[config.mk]
export PLATFORM = sky130hd
export DESIGN_NAME = bitmap_first_free_allocator_flat
export DESIGN_NICKNAME = d
export VERILOG_FILES = /design/src/design/bfa_pkg.sv /design/src/design/bfa_ifs.sv /design/src/design/bitmap_first_free_allocator.sv /design/src/design/bfa_map_ram.sv /design/src/design/bfa_ctrl.sv /design/src/flat_wrapper.sv
export SDC_FILE = /design/constraint.sdc
export NUM_CORES = 1
export LEC_CHECK = 0
export BUFFER_PORTS_ARGS = -buffer_cell sky130_fd_sc_hd__buf_2
export CAP_MARGIN = 25
export CORE_ASPECT_RATIO = 1.75
export CORE_MARGIN = 5
export CORE_UTILIZATION = 55
export DETAILED_ROUTE_END_ITERATION = 7
export PLACE_DENSITY_LB_ADDON = 0.25
export SLEW_MARGIN = 40
export SYNTH_ARGS = -nofsm -noshare
export SYNTH_HDL_FRONTEND = slang
export SYNTH_HIERARCHICAL = 1
export SYNTH_SLANG_ARGS = --single-unit
[constraint.sdc]
create_clock -name clock -period 7.65 [get_ports clock]
set_input_delay 1.53 -clock clock [delete_from_list [all_inputs] [get_ports clock]]
set_output_delay 1.53 -clock clock [all_outputs]
set_load 0.02 [all_outputs]
[src/design/bfa_pkg.sv]
// Shared types, constants and helper functions of the bitmap allocator.
package bfa_pkg;

   localparam int BYTE_W  = 8;
   localparam int INDEX_W = 6;
   localparam int NUM_W   = 9;
   localparam int POS_W   = 3;

   localparam logic [BYTE_W-1:0] BYTE_FULL = 8'hFF;

   // Request codes
   localparam logic REQ_ALLOC = 1'b0;
   localparam logic REQ_LOAD  = 1'b1;

   typedef enum logic [1:0] {
      ST_CLEAR,
      ST_IDLE,
      ST_SCAN,
      ST_DONE
   } bfa_state_type;

   typedef struct packed {
      logic             granted;
      logic [NUM_W-1:0] alloc_number;
   } bfa_res_type;

   // Position of the first clear bit counted from the MSB (0 = bit 7).
   function automatic logic [POS_W-1:0] first_zero(input logic [BYTE_W-1:0] b);
      logic [POS_W-1:0] pos;
      pos = '0;
      for (int j = 0; j < BYTE_W; j++) begin
         if (!b[j]) begin
            pos = POS_W'(BYTE_W - 1 - j);
         end
      end
      return pos;
   endfunction

   // One-hot mask of the bit at MSB-relative position pos.
   function automatic logic [BYTE_W-1:0] bit_mask(input logic [POS_W-1:0] pos);
      logic [BYTE_W-1:0] m;
      m = 8'h80 >> pos;
      return m;
   endfunction

endpackage

[src/design/bfa_ifs.sv]
// Request and response channel interfaces of the bitmap allocator.
interface bfa_req_if import bfa_pkg::*; ();
   logic               valid;
   logic               ready;
   logic               req_type;
   logic [INDEX_W-1:0] byte_index;
   logic [BYTE_W-1:0]  byte_value;

   modport source (output valid, output req_type, output byte_index, output byte_value,
                   input ready);
   modport sink   (input valid, input req_type, input byte_index, input byte_value,
                   output ready);
endinterface

interface bfa_rsp_if import bfa_pkg::*; ();
   logic             valid;
   logic             ready;
   logic             granted;
   logic [NUM_W-1:0] alloc_number;

   modport source (output valid, output granted, output alloc_number, input ready);
   modport sink   (input valid, input granted, input alloc_number, output ready);
endinterface

[src/design/bitmap_first_free_allocator.sv]
// Top level of the bitmap first-free allocator: sequencer, map store, output register.
//
// Request channel (req_chan): one word per request. req_type REQ_ALLOC takes the
// first clear bit of the map (bytes from index 0 up, bits from the MSB down), sets
// it and answers granted = 1 with alloc_number = 8*byte + bit; a full map answers
// granted = 0, number 0. req_type REQ_LOAD overwrites byte byte_index with
// byte_value and answers granted = 1 (granted = 0 if the index lies beyond the map).
// Response channel (rsp_chan): exactly one word per request, in request order.
// An allocation reads one map byte per cycle from the single read port, from byte 0
// up to the byte that holds the free bit, or through the whole map when it is full.
// One request is in flight at a time; the next is taken once the answer has moved
// to the output register.
// Reset: the map is cleared by a sweep over every byte, one byte a cycle; the
// request channel is held not ready until it completes.
// A stalled receiver holds the answer in the output register; one further request
// may be accepted and worked, its answer waiting in the sequencer until the slot frees.
module bitmap_first_free_allocator import bfa_pkg::*; #(
   parameter int MAP_BYTES = 64
) (
   input  logic       clock,
   input  logic       reset,
   bfa_req_if.sink    req_chan,
   bfa_rsp_if.source  rsp_chan
);

   localparam int AW = (MAP_BYTES > 1) ? $clog2(MAP_BYTES) : 1;

   logic              slot_free;
   logic              res_valid;
   bfa_res_type       res;

   logic              mem_wr_en;
   logic [AW-1:0]     mem_wr_addr;
   logic [BYTE_W-1:0] mem_wr_data;
   logic [AW-1:0]     mem_rd_addr;
   logic [BYTE_W-1:0] mem_rd_data;

   // output register: decouples the receiver's stall from the sequencer
   logic              rsp_valid_ff, rsp_valid_in;
   bfa_res_type       rsp_res_ff;

   bfa_ctrl #(
      .MAP_BYTES (MAP_BYTES)
   ) u_ctrl (
      .clock       (clock),
      .reset       (reset),
      .req_chan    (req_chan),
      .slot_free   (slot_free),
      .res_valid   (res_valid),
      .res         (res),
      .mem_wr_en   (mem_wr_en),
      .mem_wr_addr (mem_wr_addr),
      .mem_wr_data (mem_wr_data),
      .mem_rd_addr (mem_rd_addr),
      .mem_rd_data (mem_rd_data)
   );

   bfa_map_ram #(
      .DEPTH (MAP_BYTES)
   ) u_map (
      .clock   (clock),
      .wr_en   (mem_wr_en),
      .wr_addr (mem_wr_addr),
      .wr_data (mem_wr_data),
      .rd_addr (mem_rd_addr),
      .rd_data (mem_rd_data)
   );

   // slot can take a word when empty or being drained this cycle
   assign slot_free    = !rsp_valid_ff || rsp_chan.ready;
   assign rsp_valid_in = res_valid || (rsp_valid_ff && !rsp_chan.ready);

   always_ff @(posedge clock) begin
      if (reset) begin
         rsp_valid_ff <= 1'b0;
      end else begin
         rsp_valid_ff <= rsp_valid_in;
      end
   end

   always_ff @(posedge clock) begin
      if (res_valid && slot_free) begin
         rsp_res_ff <= res;
      end
   end

   assign rsp_chan.valid        = rsp_valid_ff;
   assign rsp_chan.granted      = rsp_res_ff.granted;
   assign rsp_chan.alloc_number = rsp_res_ff.alloc_number;

endmodule

[src/design/bfa_map_ram.sv]
// Occupancy bitmap store: one write port, one read port, registered read data.
module bfa_map_ram import bfa_pkg::*; #(
   parameter int DEPTH = 64
) (
   input  logic                                     clock,
   input  logic                                     wr_en,
   input  logic [((DEPTH > 1) ? $clog2(DEPTH) : 1)-1:0] wr_addr,
   input  logic [BYTE_W-1:0]                        wr_data,
   input  logic [((DEPTH > 1) ? $clog2(DEPTH) : 1)-1:0] rd_addr,
   output logic [BYTE_W-1:0]                        rd_data
);

   logic [BYTE_W-1:0] mem_ff [DEPTH];
   logic [BYTE_W-1:0] rd_data_ff;

   always_ff @(posedge clock) begin
      if (wr_en) begin
         mem_ff[wr_addr] <= wr_data;
      end
   end

   always_ff @(posedge clock) begin
      rd_data_ff <= mem_ff[rd_addr];
   end

   assign rd_data = rd_data_ff;

endmodule

[src/design/bfa_ctrl.sv]
// Sequencer: clearing sweep, byte loads and the first-free scan over the map.
module bfa_ctrl import bfa_pkg::*; #(
   parameter int MAP_BYTES = 64
) (
   input  logic                clock,
   input  logic                reset,
   bfa_req_if.sink             req_chan,
   input  logic                slot_free,
   output logic                res_valid,
   output bfa_res_type         res,
   output logic                mem_wr_en,
   output logic [((MAP_BYTES > 1) ? $clog2(MAP_BYTES) : 1)-1:0] mem_wr_addr,
   output logic [BYTE_W-1:0]   mem_wr_data,
   output logic [((MAP_BYTES > 1) ? $clog2(MAP_BYTES) : 1)-1:0] mem_rd_addr,
   input  logic [BYTE_W-1:0]   mem_rd_data
);

   localparam int AW = (MAP_BYTES > 1) ? $clog2(MAP_BYTES) : 1;
   localparam logic [AW-1:0] LAST_IDX = AW'(MAP_BYTES - 1);

   bfa_state_type     state_ff, state_in;
   logic [AW-1:0]     idx_ff, idx_in;
   bfa_res_type       res_ff, res_in;

   logic              accept;
   logic              load_hit;
   logic              free_found;
   logic              at_last;
   logic [POS_W-1:0]  pos;
   logic [AW+5:0]     ld_ext;
   logic [AW+8:0]     num_ext;

   assign accept     = req_chan.valid && req_chan.ready;
   assign load_hit   = 32'(req_chan.byte_index) < 32'(MAP_BYTES);
   assign free_found = mem_rd_data != BYTE_FULL;
   assign at_last    = idx_ff == LAST_IDX;
   assign pos        = first_zero(mem_rd_data);
   assign ld_ext     = {AW'(0), req_chan.byte_index};
   assign num_ext    = {6'd0, idx_ff, pos};

   // next state
   always_comb begin
      state_in = state_ff;
      unique case (state_ff)
         ST_CLEAR: begin
            if (at_last) state_in = ST_IDLE;
         end
         ST_IDLE: begin
            if (accept) begin
               state_in = (req_chan.req_type == REQ_LOAD) ? ST_DONE : ST_SCAN;
            end
         end
         ST_SCAN: begin
            if (free_found || at_last) state_in = ST_DONE;
         end
         ST_DONE: begin
            if (slot_free) state_in = ST_IDLE;
         end
         default: state_in = ST_IDLE;
      endcase
   end

   // outputs and datapath
   always_comb begin
      mem_wr_en      = 1'b0;
      mem_wr_addr    = idx_ff;
      mem_wr_data    = '0;
      mem_rd_addr    = idx_ff + AW'(1);
      idx_in         = idx_ff;
      res_in         = res_ff;
      req_chan.ready = 1'b0;
      res_valid      = 1'b0;
      unique case (state_ff)
         ST_CLEAR: begin
            mem_wr_en = 1'b1;
            idx_in    = at_last ? '0 : idx_ff + AW'(1);
         end
         ST_IDLE: begin
            req_chan.ready = 1'b1;
            mem_rd_addr    = '0;
            idx_in         = '0;
            if (accept && req_chan.req_type == REQ_LOAD) begin
               mem_wr_en    = load_hit;
               mem_wr_addr  = ld_ext[AW-1:0];
               mem_wr_data  = req_chan.byte_value;
               res_in.granted      = load_hit;
               res_in.alloc_number = '0;
            end
         end
         ST_SCAN: begin
            if (free_found) begin
               mem_wr_en           = 1'b1;
               mem_wr_data         = mem_rd_data | bit_mask(pos);
               res_in.granted      = 1'b1;
               res_in.alloc_number = num_ext[NUM_W-1:0];
            end else if (at_last) begin
               res_in.granted      = 1'b0;
               res_in.alloc_number = '0;
            end else begin
               idx_in = idx_ff + AW'(1);
            end
         end
         ST_DONE: begin
            res_valid = 1'b1;
         end
         default: begin
            res_valid = 1'b0;
         end
      endcase
   end

   always_ff @(posedge clock) begin
      if (reset) begin
         state_ff <= ST_CLEAR;
         idx_ff   <= '0;
      end else begin
         state_ff <= state_in;
         idx_ff   <= idx_in;
      end
   end

   always_ff @(posedge clock) begin
      res_ff <= res_in;
   end

   assign res = res_ff;

   // a byte with a clear bit ends the scan with a grant
   a_scan_hit: assert property (@(posedge clock) disable iff (reset)
      (state_ff == ST_SCAN && mem_rd_data != BYTE_FULL)
      |=> (state_ff == ST_DONE && res_ff.granted))
      else $error("scan hit did not end in a grant");

   // a finished result waits untouched until the output slot takes it
   a_done_hold: assert property (@(posedge clock) disable iff (reset)
      (state_ff == ST_DONE && !slot_free) |=> (state_ff == ST_DONE && $stable(res_ff)))
      else $error("pending result changed while output slot busy");

   // refused results (full map or load beyond the map) carry number zero
   a_zero_number: assert property (@(posedge clock) disable iff (reset)
      (state_ff == ST_DONE && !res_ff.granted) |-> (res_ff.alloc_number == '0))
      else $error("non-granted result carries a number");

endmodule
[src/flat_wrapper.sv]
// flat-port wrapper written by rule: the top's interface ports become plain ports
module bitmap_first_free_allocator_flat import bfa_pkg::*;
#(
   parameter int MAP_BYTES = 64
)
  (clock, reset, req_chan_valid, req_chan_req_type, req_chan_byte_index, req_chan_byte_value, req_chan_ready, rsp_chan_valid, rsp_chan_granted, rsp_chan_alloc_number, rsp_chan_ready);
  bfa_req_if req_chan_i ();
  bfa_rsp_if rsp_chan_i ();
  input  logic clock;
  input  logic reset;
  input wire logic [$bits(req_chan_i.valid)-1:0] req_chan_valid;
  input wire logic [$bits(req_chan_i.req_type)-1:0] req_chan_req_type;
  input wire logic [$bits(req_chan_i.byte_index)-1:0] req_chan_byte_index;
  input wire logic [$bits(req_chan_i.byte_value)-1:0] req_chan_byte_value;
  output wire logic [$bits(req_chan_i.ready)-1:0] req_chan_ready;
  output wire logic [$bits(rsp_chan_i.valid)-1:0] rsp_chan_valid;
  output wire logic [$bits(rsp_chan_i.granted)-1:0] rsp_chan_granted;
  output wire logic [$bits(rsp_chan_i.alloc_number)-1:0] rsp_chan_alloc_number;
  input wire logic [$bits(rsp_chan_i.ready)-1:0] rsp_chan_ready;
  assign req_chan_i.valid = req_chan_valid;
  assign req_chan_i.req_type = req_chan_req_type;
  assign req_chan_i.byte_index = req_chan_byte_index;
  assign req_chan_i.byte_value = req_chan_byte_value;
  assign req_chan_ready = req_chan_i.ready;
  assign rsp_chan_valid = rsp_chan_i.valid;
  assign rsp_chan_granted = rsp_chan_i.granted;
  assign rsp_chan_alloc_number = rsp_chan_i.alloc_number;
  assign rsp_chan_i.ready = rsp_chan_ready;
  bitmap_first_free_allocator #(.MAP_BYTES(MAP_BYTES)) u_core (.clock(clock), .reset(reset), .req_chan(req_chan_i), .rsp_chan(rsp_chan_i));
endmodule
==> metrics.csv, run 1 <==
metric,value,unit
p_int,5558,µW
fp.dieH,273.6,µm
antenna_found_initial,0,
powerDensity,325.9,mW/mm²
antenna_cells,0,
dp_cells,1590,
critPathTopFamily,simple AND/OR/NAND/NOR gates,
mappedNetlistArea,0.02184,mm²
gr-usage-all-layers,23.21,%
ys_seq_area_share,74.69,%
clock_latency,550,ps
ir_drop,372.2,µV
cp.arrival,4550,ps
wire_per_inst,30.27,µm
die_w,160.7,µm
grt_max_degree,103,
rsz0062_at_grt,no,
ys_ff_latch,549,
slowest_stage,nor2_1,
holdCritPathClass,register to register,
start_util,55.62,%
most-common-layout-cells,"edfxtp_1, mux4_2, nor2_1, clkbuf_16, nand2_1",
final_common_cell,edfxtp_1,
hold_viol_final,0,
power.switching,2306,µW
leakage,0.007215,µW
setup_tns,0,ps
io_pins,31,
cp_max_fo,17,
grt_pass1_wl,73.83,mm
fin_nets,1176,
cts_max_level,2,
fin_cells,1674,
grt_overflow_total,0,
vias,10790,
critPathRequiredTime,7830,ps
path_common_cell,nor2_1,
clock-sinks,549,
area_delta_synth_final,10.45,%
end_kind,register,
crit_path_cell_trace,ha_1 > and3_1 > nor2_1 > a21oi_1 > nor2b_1 > nand3_1 > nor2_1,
synth_compound_area_share,3.442,%
dieArea,0.04396,mm²
syn_inst,1111,
ys_warn_count,6,
gp_congestion,0.8725,
post_cts_resized,0,
cts_hold_buf,0,
synth.area.mux_share,15.02,%
synth_xor_area_share,0.1203,%
fmax,0.2290,GHz
cts_buffers,45,
antenna_left,0,
cpPeakStageDelay,760,ps
drt_iter0_markers,1173,
worst-setup-path-type,register to register,
seqPwrFrac,43.9,%
synth_enable_flop_cells,532,
num_rows,96,
drcViolationCount,0,
crit_buf_inv,0,
routed_wl,50.67,mm
synth_fp_nets,1135,
cts-root-buf,clkbuf_16,
drv_cap,0,
grt_pass1_vias,11200,
status,finished clean,
cts.path.max_buffers,3,
yosys_most_used_dff,edfxtp_1,
place_hpwl,32.46,mm
drive_gt1_share,24.66,%
relSlewSlack,45.21,%
switching_share,29.32,%
p_clk_share,29.2,%
synth_top_family_by_area,multiplexers,
power_frac_comb,26.9,%
setup_violations,0,
post-route-period-util,57.09,%
cts_setup_buffers,0,
synth_fa_ha_area_share,0.2864,%
period_needed,4368,ps
path_clk_slew,70,ps
place.port_buffers,30,
fp.coreArea,0.03928,mm²
firstDrtPassIters,5,
reg2reg_slack,3280,ps
synthArstFlopShare,0,%
finalClockSkew,15.15,ps
synth_simple_gate_area_share,4.605,%
start_kind,register,
final_max_slew_viol_count,0,
syn_avg_cell_area,19.66,µm²
via_per_inst,6.446,
worstMarginPinSlew,801.2,ps
synth_cell_types,63,
cts_tree,yes,
-- synth_stat cells, drive strengths merged, types with 14 or more instances --
| cell | count | share of area [%] |
|---|---|---|
| nand3 | 20 | 0.46 |
| nand2 | 35 | 0.60 |
| a21oi | 18 | 0.43 |
| edfxtp | 532 | 73 |
| mux2i | 24 | 1.1 |
| inv | 14 | 0.24 |
| nor2 | 91 | 1.6 |
| clkbuf | 22 | 0.38 |
| dfxtp | 17 | 1.6 |
| mux4 | 126 | 13 |
| buf | 36 | 1.2 |
| mux2 | 18 | 0.93 |
| nor2b | 18 | 0.52 |
-- cell families (layout without fill, tap and decap cells) --
family                     after synthesis  after routing
muxes                                  168            168
buffers and inverters                   73            146
adders and majority gates                5              5
and+or+nand+nor                        211            211
xor gates and xnor gates                 3              3
AOI/OAI and AO/OA                      102            102
DFF                                    549            549
-- flip-flops by register name, indices dropped and copies added, names as in the netlist --
signal                        count
u_core/u_ctrl/state_ff            2
u_core/u_map/mem_ff             512
u_core/rsp_chan.granted           1
u_core/u_ctrl/res                10
u_core/rsp_chan.valid             1
u_core/rsp_chan.alloc_number      9
u_core/u_map/rd_data              8
u_core/u_ctrl/idx_ff              6
-- routing by layer --
metal	track usage, %	wire length [µm]	vias to the layer above	share of wire (%)
met2	42.19	27530	417	54
met5	0	0	-	0
met3	2.833	2585	120	5.1
met4	12.30	3219	0	6.4
li1	-	-	4628	-
met1	26.79	17330	5626	34
-- power groups by stage --
stage               combinational (µW)  sequential, µW  clock, µW
floorplan                         1580            3480          0
global placement                  2070            3520          0
detailed placement                2110            3520          0
CTS                               2110            3450       2330
global route                      2240            3460       2450
finish                            2120            3450       2300
-- final timing paths --
check | startpoint | cells after the start | end
worst max-delay path | u_core/u_ctrl/state_ff[0]$_SDFFE_PP0P_ | 7 | u_core/u_map/mem_ff[38][3]$_DFFE_PP_
worst max register to register | u_core/u_ctrl/state_ff[0]$_SDFFE_PP0P_ | 7 | u_core/u_map/mem_ff[38][3]$_DFFE_PP_
worst min-delay path | u_core/u_ctrl/res[4]$_SDFFCE_PN0P_ | 0 | u_core/rsp_chan.alloc_number[4]$_DFFE_PP_
worst min register to register | u_core/u_ctrl/res[4]$_SDFFCE_PN0P_ | 0 | u_core/rsp_chan.alloc_number[4]$_DFFE_PP_
-- stage by stage --
stage               setup WS [ps]  power, µW  instance area (µm²)  hold slack, ps  utilization (%)
floorplan                    3022       5064                21840           400.3                -
global placement             3058       5585                22540           400.8            57.40
detailed placement           2897       5622                22560           405.2            57.44
CTS                          3318       7896                24010           420.7            61.14
global route                 3022       8149                24130           425.3            61.43
finish                       3282       7864                24130           418.7            61.43
-- layout make-up --
class,count,area [µm²]
Clock buffer,55,1194
Clock inverter,24,260.3
Fill cell,2713,15150
Inverter,15,56.30
Multi-Input combinational cell,489,5275
Sequential cell,549,16320
Tap cell,490,613.1
Timing Repair Buffer,52,412.9
Note: power is estimated with default switching activity, not from simulation.
==> run 2: changes to the inputs <==
==> constraint.sdc (replaced) <==
create_clock -name clock -period 4.6 [get_ports clock]
set_input_delay 0.92 -clock clock [delete_from_list [all_inputs] [get_ports clock]]
set_output_delay 0.92 -clock clock [all_outputs]
set_load 0.02 [all_outputs]
==> metrics.csv, run 2 (synthesized netlist as in run 1, its figures left out) <==
metric,value,unit
multiInputGateArea,0.005260,mm²
largest_reg_flops,512,
cts_tree,yes,
end_kind,register,
antenna_cells,0,
drive_gt1_share,28.57,%
via_per_inst,6.382,
place_hpwl,34.17,mm
cts_buffers,45,
ir_drop,309.4,µV
vias,11170,
firstDrtPassIters,6,
cts_max_level,2,
drt_iter0_markers,1215,
io_pins,31,
status,finished clean,
dpl_cell_area,0.02322,mm²
drcViolationCount,0,
cp.arrival,4090,ps
fmax,0.2557,GHz
clock_latency,560,ps
wire_per_inst,29.06,µm
register_area,0.01632,mm²
period_needed,3911,ps
slowest_stage,nor2_1,
setup_tns,0,ps
fillers,2635,
worstMarginPinSlew,879.0,ps
fp.dieH,273.6,µm
fp.coreArea,0.03928,mm²
gp_congestion,0.8871,
cp_max_fo,11,
most-common-layout-cells,"edfxtp_1, mux4_2, nor2_1, buf_4, clkbuf_16",
post_cts_resized,0,
start_kind,register,
cts_hold_buf,0,
routed_wl,50.85,mm
cpPeakStageDelay,790,ps
critPathRequiredTime,4780,ps
place.port_buffers,30,
r2r_cells,7,
powerDensity,542.9,mW/mm²
path_common_cell,nor2_1,
grt_pass1_wl,75.15,mm
final_common_cell,edfxtp_1,
finalClockSkew,13.44,ps
area_delta_synth_final,13.55,%
relSlewSlack,41.33,%
cts_setup_buffers,0,
setup_violations,0,
gr-usage-all-layers,23.36,%
post-route-period-util,85.02,%
grt_overflow_total,0,
power,13470,µW
dieArea,0.04396,mm²
cts-root-buf,clkbuf_16,
grt_max_degree,65,
drv_cap,0,
rsz0062_at_grt,no,
antenna_left,0,
final_max_slew_viol_count,0,
hold-path-cell-count,0,
top_register,u_core/u_map/mem_ff,
cts.path.max_buffers,3,
finalInstanceArea,0.02481,mm²
crit_path_cell_trace,ha_1 > and3_1 > nor2_1 > a21oi_1 > nor2b_1 > nand2_1 > nor2_1,
clock-sinks,549,
holdCritPathClass,register to register,
die_w,160.7,µm
antenna_found_initial,0,
worst-setup-path-type,register to register,
leakage,0.007656,µW
grt_pass1_vias,11710,
num_rows,96,
hold_viol_final,0,
path_clk_slew,70,ps
start_util,55.62,%
fin_nets,1247,
-- run 2: path summary, 6_finish.rpt --
kind / start / endpoint / slack, ps
setup / recovery: u_core/u_ctrl/state_ff[0]$_SDFFE_PP0P_ / u_core/u_map/mem_ff[28][3]$_DFFE_PP_ / 690
hold / removal: u_core/u_ctrl/res[0]$_SDFFCE_PN0P_ / u_core/rsp_chan.alloc_number[0]$_DFFE_PP_ / 420
setup reg to reg: u_core/u_ctrl/state_ff[0]$_SDFFE_PP0P_ / u_core/u_map/mem_ff[28][3]$_DFFE_PP_ / 690
hold reg to reg: u_core/u_ctrl/res[0]$_SDFFCE_PN0P_ / u_core/rsp_chan.alloc_number[0]$_DFFE_PP_ / 420
-- run 2: layout make-up --
class	count	area share [%]
inverter	15	0.2270
multi-input combinational	489	21.21
tap	490	2.472
clock buffer	59	4.963
clock inverter	25	1.322
sequential	549	65.78
timing repair buffer	123	4.035
-- run 2: routing by layer --
| layer | wire, µm | part of all wire [%] | vias to the layer above | GRT usage [%] |
|---|---|---|---|---|
| li1 | - | - | 4778 | - |
| met4 | 3476 | 6.8 | 0 | 14.03 |
| met2 | 27290 | 54 | 502 | 42.29 |
| met1 | 17040 | 34 | 5735 | 26.00 |
| met5 | 0 | 0 | - | 0 |
| met3 | 3040 | 6.0 | 153 | 3.315 |
-- run 2: per-stage QoR --
step           setup slack (ps)  hold slack (ps)  std cells  utilization (%)
2_1_floorplan             581.7            400.3       1111                -
3_3_place_gp              855.8            400.9       1661            58.92
3_5_place_dp              741.5            404.5       1665            59.13
4_1_cts                   706.8            423.9       1749            63.10
5_1_grt                   462.4            430.4       1750            63.15
6_report                  688.9            422.7       1750            63.15
-- run 2: critical path: cells and delay by family (launching register included) --
kind | cells | cell delay [ps]
compound gates | 1 | 470
fa+ha+maj | 1 | 630
flops | 1 | 410
simple gates | 5 | 2010
-- run 2: where the power goes --
group | switching [µW] | internal (µW) | leakage (µW) | total (µW)
clock network | 1690 | 2350 | 0.000764 | 4030
registers | 126 | 5620 | 0.00481 | 5740
logic | 2090 | 1600 | 0.00208 | 3690
